$ cat config.mk
export PLATFORM = sky130hd
export DESIGN_NAME = dda_line_color_gradient
export DESIGN_NICKNAME = d
export VERILOG_FILES = /design/src/rtl/dlcg_pkg.sv /design/src/rtl/dlcg_datapath.sv /design/src/rtl/dlcg_ctrl.sv /design/src/rtl/dda_line_color_gradient.sv
export SDC_FILE = /design/constraint.sdc
export NUM_CORES = 2
export LEC_CHECK = 0
export ABC_CLOCK_PERIOD_IN_PS = 6800
export BUFFER_PORTS_ARGS = -buffer_cell sky130_fd_sc_hd__buf_2
export CAP_MARGIN = 10
export CORE_UTILIZATION = 45
export CTS_BUF_LIST = sky130_fd_sc_hd__clkbuf_16
export DETAILED_ROUTE_END_ITERATION = 10
export PLACE_DENSITY_LB_ADDON = 0.08
export SLEW_MARGIN = 15
export SYNTH_ARGS = -nofsm -noshare
export SYNTH_HDL_FRONTEND = slang
export SYNTH_SLANG_ARGS = --single-unit
$ cat constraint.sdc
create_clock -name clk -period 6.8 [get_ports clk]
set_clock_uncertainty 0.1 [all_clocks]
set_input_delay 1.36 -clock clk [delete_from_list [all_inputs] [get_ports clk]]
set_output_delay 1.36 -clock clk [all_outputs]
set_load 0.02 [all_outputs]
$ cat src/rtl/dlcg_pkg.sv
package dlcg_pkg;

	localparam int COORD_INT_BITS_DEF  = 12;
	localparam int COORD_FRAC_BITS_DEF = 8;
	localparam int STEP_FRAC_BITS_DEF  = 24;
	localparam int OUT_W               = 12;
	localparam int COLOR_W             = 24;
	localparam int CH_W                = 8;
	localparam int NUM_CH              = 3;

	typedef enum logic [0:0] {
		CMD_LOAD = 1'b0,
		CMD_STEP = 1'b1
	} cmd_t;

	typedef enum logic [1:0] {
		ST_IDLE,
		ST_DIV,
		ST_RUN
	} state_t;

	// controller -> datapath
	typedef struct packed {
		logic load;      // latch endpoints, colors, start divisions
		logic div_step;  // advance the dividers one bit
		logic emit;      // capture one pixel into the output register
	} dp_cmd_t;

	// datapath -> controller
	typedef struct packed {
		logic span_zero;
		logic div_done;
		logic done;      // the pixel being emitted ends the line
	} dp_stat_t;

endpackage

$ cat src/rtl/dlcg_datapath.sv
module dlcg_datapath #(
	parameter int COORD_INT_BITS  = dlcg_pkg::COORD_INT_BITS_DEF,
	parameter int COORD_FRAC_BITS = dlcg_pkg::COORD_FRAC_BITS_DEF,
	parameter int STEP_FRAC_BITS  = dlcg_pkg::STEP_FRAC_BITS_DEF
) (
	input  logic                                         clk,
	input  logic                                         arst_n,
	input  dlcg_pkg::dp_cmd_t                            cmd,
	output dlcg_pkg::dp_stat_t                           stat,
	input  logic signed [COORD_INT_BITS+COORD_FRAC_BITS-1:0] start_x,
	input  logic signed [COORD_INT_BITS+COORD_FRAC_BITS-1:0] start_y,
	input  logic signed [COORD_INT_BITS+COORD_FRAC_BITS-1:0] end_x,
	input  logic signed [COORD_INT_BITS+COORD_FRAC_BITS-1:0] end_y,
	input  logic [dlcg_pkg::COLOR_W-1:0]                 start_color,
	input  logic [dlcg_pkg::COLOR_W-1:0]                 finish_color,
	output logic signed [dlcg_pkg::OUT_W-1:0]            px_x,
	output logic signed [dlcg_pkg::OUT_W-1:0]            px_y,
	output logic [dlcg_pkg::COLOR_W-1:0]                 px_color
);
	import dlcg_pkg::*;

	localparam int CW    = COORD_INT_BITS + COORD_FRAC_BITS;
	localparam int SH    = STEP_FRAC_BITS - COORD_FRAC_BITS;
	localparam int MW    = CW + 1;              // delta magnitude
	localparam int SPW   = MW - COORD_FRAC_BITS; // span
	localparam int QW    = MW + SH;             // step magnitude / dividend
	localparam int AW    = QW + 2;              // accumulator
	localparam int CNTW  = $clog2(QW + 1);
	localparam int PXW   = AW - STEP_FRAC_BITS;
	localparam int CDW   = CH_W + 1;            // color increment dividend
	localparam int CSTOP = QW - CDW;            // color dividers run while dcnt_q is above this

	// line state
	logic signed [AW-1:0]  pos_x_q, pos_y_q, tgt_x_q, tgt_y_q, stp_x_q, stp_y_q;
	logic [SPW-1:0]        span_q, cnt_q;
	logic [COLOR_W-1:0]    end_col_q, cur_col_q;
	logic                  neg_x_q, neg_y_q, col_done_q;

	// color gradient by remainder: value = floor(base + diff*n/span), from floor(|diff|*n/span) tracked incrementally
	logic [CH_W-1:0]       cbase_q [NUM_CH];
	logic                  cneg_q  [NUM_CH];
	logic [CH_W-1:0]       cq_q    [NUM_CH];   // floor(|diff|*n/span)
	logic [SPW-1:0]        cr_q    [NUM_CH];   // remainder
	// per-pixel increment |diff|/span: quotient shifts into cdv_q, remainder in crm_q
	logic [CDW-1:0]        cdv_q   [NUM_CH];
	logic [SPW-1:0]        crm_q   [NUM_CH];

	// restoring dividers for the two steps
	logic [QW-1:0]         dvx_q, dvy_q;
	logic [SPW:0]          rmx_q, rmy_q;
	logic [CNTW-1:0]       dcnt_q;

	logic signed [CW:0]    dx, dy;
	logic [MW-1:0]         mx, my, big;

	always_comb begin
		dx  = (CW+1)'(end_x) - (CW+1)'(start_x);
		dy  = (CW+1)'(end_y) - (CW+1)'(start_y);
		mx  = dx[CW] ? MW'(-dx) : MW'(dx);
		my  = dy[CW] ? MW'(-dy) : MW'(dy);
		big = (mx > my) ? mx : my;
	end

	function automatic logic signed [AW-1:0] widen(input logic signed [CW-1:0] v);
		widen = AW'(v) <<< SH;
	endfunction

	function automatic logic signed [PXW-1:0] trunc_px(input logic signed [AW-1:0] p);
		logic [AW-1:0] m;
		m = p[AW-1] ? AW'(-p) : AW'(p);
		m = m >> STEP_FRAC_BITS;
		trunc_px = p[AW-1] ? PXW'(-m) : PXW'(m);
	endfunction

	logic [SPW:0]   trx, try_;
	logic signed [AW-1:0] nx, ny;
	logic [SPW-1:0] ncnt;

	always_comb begin
		trx  = {rmx_q[SPW-1:0], dvx_q[QW-1]};
		try_ = {rmy_q[SPW-1:0], dvy_q[QW-1]};
		nx   = pos_x_q + stp_x_q;
		ny   = pos_y_q + stp_y_q;
		ncnt = cnt_q + 1'b1;
	end

	// incremental color: add the precomputed increment, carry one when the remainder wraps
	logic [CH_W-1:0] iq [NUM_CH];
	logic [SPW-1:0]  ir [NUM_CH];
	always_comb begin
		for (int c = 0; c < NUM_CH; c++) begin
			logic [SPW:0] rs;
			rs = (SPW+1)'(cr_q[c]) + (SPW+1)'(crm_q[c]);
			if (rs >= (SPW+1)'(span_q)) begin
				iq[c] = cq_q[c] + cdv_q[c][CH_W-1:0] + CH_W'(1);
				ir[c] = SPW'(rs - (SPW+1)'(span_q));
			end else begin
				iq[c] = cq_q[c] + cdv_q[c][CH_W-1:0];
				ir[c] = SPW'(rs);
			end
		end
	end

	logic [COLOR_W-1:0] blend_col;
	always_comb begin
		for (int c = 0; c < NUM_CH; c++) begin
			logic [CH_W-1:0] v;
			logic [CH_W:0]   t;
			// floor for negative diff: base - ceil(|d|n/s)
			t = cneg_q[c] ? ((CH_W+1)'(cbase_q[c]) - (CH_W+1)'(iq[c])
			                 - ((ir[c] != '0) ? (CH_W+1)'(1) : '0))
			              : ((CH_W+1)'(cbase_q[c]) + (CH_W+1)'(iq[c]));
			v = t[CH_W-1:0];
			blend_col[(NUM_CH-1-c)*CH_W +: CH_W] = v;
		end
	end

	logic near_x, near_y;
	always_comb begin
		near_x = (trunc_px(nx - tgt_x_q) == '0);
		near_y = (trunc_px(ny - tgt_y_q) == '0);
		stat.done      = (near_x && near_y) || (ncnt >= span_q);
		stat.span_zero = (big[MW-1:COORD_FRAC_BITS] == '0);
		stat.div_done  = (dcnt_q == '0);
	end

	always_ff @(posedge clk or negedge arst_n) begin
		if (!arst_n) begin
			dcnt_q <= '0;
		end else if (cmd.load) begin
			dcnt_q <= CNTW'(QW);
		end else if (cmd.div_step && dcnt_q != '0) begin
			dcnt_q <= dcnt_q - 1'b1;
		end
	end

	always_ff @(posedge clk) begin
		if (cmd.load) begin
			span_q    <= big[MW-1:COORD_FRAC_BITS];
			cnt_q     <= '0;
			pos_x_q   <= widen(start_x);
			pos_y_q   <= widen(start_y);
			tgt_x_q   <= widen(end_x);
			tgt_y_q   <= widen(end_y);
			neg_x_q   <= dx[CW];
			neg_y_q   <= dy[CW];
			dvx_q     <= QW'(mx) << SH;
			dvy_q     <= QW'(my) << SH;
			rmx_q     <= '0;
			rmy_q     <= '0;
			end_col_q <= finish_color;
			cur_col_q <= start_color;
			col_done_q <= 1'b0;
			for (int c = 0; c < NUM_CH; c++) begin
				logic [CH_W-1:0] a, e;
				a = start_color[(NUM_CH-1-c)*CH_W +: CH_W];
				e = finish_color[(NUM_CH-1-c)*CH_W +: CH_W];
				cbase_q[c] <= a;
				cneg_q[c]  <= (e < a);
				cdv_q[c]   <= (e < a) ? CDW'(a - e) : CDW'(e - a);
				crm_q[c]   <= '0;
				cq_q[c]    <= '0;
				cr_q[c]    <= '0;
			end
		end else if (cmd.div_step && dcnt_q != '0) begin
			if (trx >= (SPW+1)'(span_q)) begin
				rmx_q <= trx - (SPW+1)'(span_q);
				dvx_q <= {dvx_q[QW-2:0], 1'b1};
			end else begin
				rmx_q <= trx;
				dvx_q <= {dvx_q[QW-2:0], 1'b0};
			end
			if (try_ >= (SPW+1)'(span_q)) begin
				rmy_q <= try_ - (SPW+1)'(span_q);
				dvy_q <= {dvy_q[QW-2:0], 1'b1};
			end else begin
				rmy_q <= try_;
				dvy_q <= {dvy_q[QW-2:0], 1'b0};
			end
			// color increments need only the first CDW quotient bits
			if (dcnt_q > CNTW'(CSTOP)) begin
				for (int c = 0; c < NUM_CH; c++) begin
					logic [SPW:0] ct;
					ct = {crm_q[c], cdv_q[c][CH_W]};
					if (ct >= (SPW+1)'(span_q)) begin
						crm_q[c] <= SPW'(ct - (SPW+1)'(span_q));
						cdv_q[c] <= {cdv_q[c][CH_W-1:0], 1'b1};
					end else begin
						crm_q[c] <= SPW'(ct);
						cdv_q[c] <= {cdv_q[c][CH_W-1:0], 1'b0};
					end
				end
			end
		end else if (cmd.emit) begin
			px_x     <= OUT_W'(trunc_px(pos_x_q));
			px_y     <= OUT_W'(trunc_px(pos_y_q));
			px_color <= cur_col_q;
			cnt_q    <= ncnt;
			pos_x_q  <= nx;
			pos_y_q  <= ny;
			for (int c = 0; c < NUM_CH; c++) begin
				cq_q[c] <= iq[c];
				cr_q[c] <= ir[c];
			end
			if (!col_done_q && cur_col_q != end_col_q) begin
				cur_col_q <= blend_col;
			end else begin
				col_done_q <= 1'b1;
			end
		end
	end

	// signed steps, formed once the dividers finish
	logic signed [AW-1:0] sx_w, sy_w;
	always_comb begin
		sx_w = neg_x_q ? -AW'(dvx_q) : AW'(dvx_q);
		sy_w = neg_y_q ? -AW'(dvy_q) : AW'(dvy_q);
	end
	always_ff @(posedge clk) begin
		if (stat.div_done && !cmd.emit) begin
			stp_x_q <= sx_w;
			stp_y_q <= sy_w;
		end
	end

endmodule

$ cat src/rtl/dlcg_ctrl.sv
module dlcg_ctrl (
	input  logic                clk,
	input  logic                arst_n,
	input  logic                in_valid,
	output logic                in_stall,
	input  dlcg_pkg::cmd_t      in_cmd,
	input  dlcg_pkg::dp_stat_t  stat,
	output dlcg_pkg::dp_cmd_t   cmd,
	output logic                out_valid,
	input  logic                out_stall,
	output logic                out_last
);
	import dlcg_pkg::*;

	state_t state_q, state_d;
	logic   acc, ov_q, last_q, out_free;

	assign out_free = !ov_q || !out_stall;

	always_comb begin
		state_d      = state_q;
		in_stall     = 1'b0;
		cmd          = '0;
		unique case (state_q)
			ST_IDLE, ST_RUN: begin
				// hold a step in ST_RUN while the output register holds a stalled pixel
				in_stall = (in_cmd == CMD_STEP) && (state_q == ST_RUN) && !out_free;
			end
			ST_DIV: begin
				in_stall     = 1'b1;
				cmd.div_step = 1'b1;
				if (stat.div_done)
					state_d = ST_RUN;
			end
			default: state_d = ST_IDLE;
		endcase
		acc = in_valid && !in_stall;
		if (acc && in_cmd == CMD_LOAD) begin
			cmd.load = 1'b1;
			state_d  = stat.span_zero ? ST_IDLE : ST_DIV;
		end else if (acc && in_cmd == CMD_STEP && state_q == ST_RUN) begin
			cmd.emit = 1'b1;
			if (stat.done)
				state_d = ST_IDLE;
		end
	end

	always_ff @(posedge clk or negedge arst_n) begin
		if (!arst_n) begin
			state_q <= ST_IDLE;
			ov_q    <= 1'b0;
			last_q  <= 1'b0;
		end else begin
			state_q <= state_d;
			if (cmd.emit) begin
				ov_q   <= 1'b1;
				last_q <= stat.done;
			end else if (!out_stall) begin
				ov_q <= 1'b0;
			end
		end
	end

	assign out_valid = ov_q;
	assign out_last  = last_q;

endmodule

$ cat src/rtl/dda_line_color_gradient.sv
// DDA line rasterizer with RGB gradient.
// Input channel (in_valid/in_stall): command 0 loads a line from two signed
// fixed-point endpoints and two colors; command 1 asks for the next pixel.
// Output channel (out_valid/out_stall): one transfer per pixel with its
// position truncated toward zero, its color and a last_pixel flag.
// A load is taken in the cycle of its transfer; the input then stalls while
// restoring dividers form the x and y steps and the per-channel color
// increments, one quotient bit per cycle. A zero-length line takes no
// division and emits nothing. Steps then run one per cycle unless the
// output stalls; a pixel appears in the cycle after its step command is
// taken. The output register holds a pixel while out_stall is high and
// step commands stall meanwhile; loads are still taken, dropping the line
// in progress. Steps with no active line are taken and dropped.
// Reset clears the controller and the output valid flag.
module dda_line_color_gradient #(
	parameter int COORD_INT_BITS  = dlcg_pkg::COORD_INT_BITS_DEF,
	parameter int COORD_FRAC_BITS = dlcg_pkg::COORD_FRAC_BITS_DEF,
	parameter int STEP_FRAC_BITS  = dlcg_pkg::STEP_FRAC_BITS_DEF
) (
	input  logic                                              clk,
	input  logic                                              arst_n,
	input  logic                                              in_valid,
	output logic                                              in_stall,
	input  logic                                              command,
	input  logic signed [COORD_INT_BITS+COORD_FRAC_BITS-1:0]  start_x,
	input  logic signed [COORD_INT_BITS+COORD_FRAC_BITS-1:0]  start_y,
	input  logic signed [COORD_INT_BITS+COORD_FRAC_BITS-1:0]  end_x,
	input  logic signed [COORD_INT_BITS+COORD_FRAC_BITS-1:0]  end_y,
	input  logic [dlcg_pkg::COLOR_W-1:0]                      start_color,
	input  logic [dlcg_pkg::COLOR_W-1:0]                      finish_color,
	output logic                                              out_valid,
	input  logic                                              out_stall,
	output logic signed [dlcg_pkg::OUT_W-1:0]                 pixel_x,
	output logic signed [dlcg_pkg::OUT_W-1:0]                 pixel_y,
	output logic [dlcg_pkg::COLOR_W-1:0]                      pixel_color,
	output logic                                              last_pixel
);
	import dlcg_pkg::*;

	dp_cmd_t  dcmd;
	dp_stat_t dstat;

	dlcg_ctrl u_ctrl (
		.clk       (clk),
		.arst_n    (arst_n),
		.in_valid  (in_valid),
		.in_stall  (in_stall),
		.in_cmd    (cmd_t'(command)),
		.stat      (dstat),
		.cmd       (dcmd),
		.out_valid (out_valid),
		.out_stall (out_stall),
		.out_last  (last_pixel)
	);

	dlcg_datapath #(
		.COORD_INT_BITS  (COORD_INT_BITS),
		.COORD_FRAC_BITS (COORD_FRAC_BITS),
		.STEP_FRAC_BITS  (STEP_FRAC_BITS)
	) u_dp (
		.clk          (clk),
		.arst_n       (arst_n),
		.cmd          (dcmd),
		.stat         (dstat),
		.start_x      (start_x),
		.start_y      (start_y),
		.end_x        (end_x),
		.end_y        (end_y),
		.start_color  (start_color),
		.finish_color (finish_color),
		.px_x         (pixel_x),
		.px_y         (pixel_y),
		.px_color     (pixel_color)
	);

endmodule

==> results.ini <==
[place]
dpl.cell_count=6800
dpl-instance-area_sq_um=52100
io_buffers=183
place_congestion=0.900
hpwl_mm=99.9

[synth]
synth_most_common_cell=ha_1
ys_warn_count=0
yosys.area_share.simple=0.151
synthFlopType=edfxtp_1
syn_avg_cell_area_sq_um=9.33
netlist_instances=4845
ys_async_sr_fraction=0.0170
synth_mux_area_frac=0.0205
synth-seq-cells=587
synth_area_leader_cell=edfxtp_1
syn-cell-area_sq_um=45200
synth-compound-area-share=0.177
synth_top_family_by_area=compound AO/OA/AOI/OAI gates
yosys.area.top_type_share=0.314
synth_xor_area_frac=0.0978
netlist_top_cells_area=edfxtp_1 31%, ha_1 13%, xnor2_1 7.0%, dfxtp_1 4.6%, o21ai_0 4.4%
synth_edf_count=472
ys_top_cells_by_count=477 x ha_1, 472 x edfxtp_1, 443 x nand2_1, 395 x o21ai_0, 369 x inv_1
synthAdderAreaFrac=0.148
synth_cell_types=94
synth_seq_area_share=0.366
synth.net_count=5490

[layout]
register_area_sq_um=16500
final_cells=7047
n_fill_cell=8878
stdcell_area_sq_um=56600
syn2layout_area_growth_pct=25.1
final_layout_size_suffix_gt1_frac=0.227
n_antenna_cell=0
nets=6344
multi_input_area_sq_um=28200

[outcome]
outcome=complete, but fails checks
violations=negative setup slack

[sta]
fmax_ghz=0.140
rsz0062_at_grt=true
whs_ns=0.371
slew_headroom=0.275
final.min_clock_period_ns=7.14
layout_setup_ws_ns=-0.336
finalMaxSlewViolations=0
setup_violations=9
setup_tns_ns=-1.68
min_period_over_period=1.05
hold_viol=0
tightest_slew_ns=1.09

[die]
die_h_microns=319
ios=184
dieArea_sq_um=102000
chipWidth_microns=319
core-area_sq_um=99000
rows=115
start_util=0.457

[setup_path]
crit-reg2reg-capture=u_dp.cur_col_q[7]
arrival_ns=7.41
worst_ep_required_time_ns=7.08
worstRegToRegCells=38
r2r_start=u_dp.crm_q[2][1]
max_stage_delay_ns=0.50
worstSetupPathType=register to register
worst_path_max_delay_cell=fa_1
cpMostUsedCell=a21oi_2
r2r_setup_slack_ns=-0.34
setup.worst_path.start=u_dp.crm_q[2][1]
cp_max_fo=8
start_kind=register
endpoint=u_dp.cur_col_q[7]
end_kind=register

[global_routing]
antenna_found_initial=2
gr-total-overflow=0
grt_pass1_vias=37400
track_usage=0.258
grt_pass1_wl_mm=209
grt_max_degree=82

[route]
wl_per_cell_microns=18.9
drc=0
drt_wl_total_mm=133
drt_iter0_markers=2702
vias=38600
vias_per_cell=5.48
first_pass_iters=6
drtAntennaViolNets=0

[clocking]
clock_path_buffers=3
cts.htree.levels=3
clk_pin_slew_worst_paths_ns=0.06
clock_sinks=587
cts_root_buffer=clkbuf_16
cts_tree=done
cts_hold_buffers=0
numCtsBuffers=74
clkLatencyLatePin_ns=0.65

[power_and_ir_drop]
p_per_area_nw_per_um2=527
p_total_mw=29.8
power.leakage_nw=25.0
ir_drop_mv=0.369

[job]
cap_violations=0

[hold_path]
worst_hold_path_type=register to register

## cells by family (layout without fill, tap and decap cells)
kind of cell               after synthesis  in the layout
AOI/OAI and AO/OA                     1269           1270
xor gates and xnor gates               501            501
adders and majority gates              512            512
buffers and inverters                  491           1405
DFF                                    587            587
muxes                                   91             91
and+or+nand+nor                       1394           1394
## metrics by stage
step / util / setup slack (ns)
after floorplan: - / 0.00631
after global placement: 0.526 / -0.622
after detailed placement: 0.526 / -0.631
after CTS: 0.562 / -0.262
after global routing: 0.571 / -0.644
final: 0.571 / -0.336
## how the worst min path moves through the flow
stage                  startpoint                 to  slack [ns]  cells after the start
2_1_floorplan      u_dp.rmx_q[12]     u_dp.rmx_q[12]        0.35                      2
4_1_cts            u_dp.cnt_q[12]     u_dp.cnt_q[12]        0.37                      2
3_5_place_dp   u_dp.cur_col_q[11]  u_dp.px_color[11]        0.36                      0
5_1_grt         u_dp.cur_col_q[8]   u_dp.px_color[8]        0.38                      0
3_3_place_gp       u_dp.cnt_q[12]     u_dp.cnt_q[12]        0.35                      2
6_report           u_dp.cnt_q[12]     u_dp.cnt_q[12]        0.37                      2
## placed cells by master, fill, tap and decap left out, types with 24 or more instances in the layout
cell,n
edfxtp_1,472
nand4_1,52
o31ai_1,29
inv_1,381
nand3_1,105
a21oi_2,67
buf_4,701
a31oi_1,24
a21oi_1,244
fa_1,24
and2_1,43
or3_1,33
dfxtp_1,105
buf_2,183
o21a_1,44
a21o_1,148
mux2i_1,69
xor2_1,129
or4_1,27
nor2b_1,70
a211oi_1,27
nand2_1,437
o21ai_0,351
nor2_1,310
nor4_1,32
and3_1,25
ha_1,457
o21bai_1,71
clkbuf_16,77
xnor2_1,336
o21ai_1,27
nand2b_1,60
nor3_1,74
o211ai_1,27
## area by class of cell
cell class,count,share of cell area
repair buffers,898,0.113
flip-flops and latches,587,0.292
clock buffers,77,0.0341
inverters,370,0.0247
clock inverters,60,0.00880
well taps,1287,0.0285
multi-input cells,3768,0.499
## flip-flops by register name, summed over array words and instances, names as in the netlist, 12 cells and up
| register | count |
|---|---|
| u_dp.rmy_q | 13 |
| u_dp.stp_y_q | 39 |
| u_dp.tgt_x_q | 20 |
| u_dp.cdv_q | 27 |
| u_dp.cr_q | 39 |
| u_dp.end_col_q | 24 |
| u_dp.dvx_q | 37 |
| u_dp.rmx_q | 13 |
| u_dp.pos_x_q | 39 |
| u_dp.cnt_q | 13 |
| u_dp.tgt_y_q | 20 |
| u_dp.stp_x_q | 39 |
| u_dp.cq_q | 24 |
| u_dp.cbase_q | 24 |
| u_dp.px_y | 12 |
| u_dp.px_color | 24 |
| u_dp.crm_q | 39 |
| u_dp.span_q | 13 |
| u_dp.px_x | 12 |
| u_dp.cur_col_q | 24 |
| u_dp.pos_y_q | 39 |
| u_dp.dvy_q | 37 |
## timing repair
action | 4_1_cts | 5_1_grt
setup endpoints to repair | 15 | 21
resized for setup | 144 | 143
pin swaps | 152 | 160
cloned | 1 | 1
setup buffers | 85 | 36
## worst max-delay path, delay by kind of cell (launching register included)
family / cells / cell delay, ns
fa+ha+maj: 4 / 1.28
buf+inv: 3 / 0.39
compound gates: 21 / 3.16
simple gates: 6 / 0.98
flops: 1 / 0.42
xor+xnor: 4 / 0.53
## where the power goes
part           internal, mW  leakage (nW)  switching, mW
clock                  2.33          1.25           1.66
combinational          9.80          18.3           10.2
sequential             5.16          5.45          0.726
## routing by layer
layer | global-route usage | vias to the layer above | part of all wire
met2 | 0.414 | 807 | 0.45
met1 | 0.370 | 18400 | 0.48
met3 | 0.0352 | 152 | 0.046
li1 | - | 19200 | -
met4 | 0.0559 | 0 | 0.019
met5 | 0 | - | 0
(Power assumes the default switching activity.)
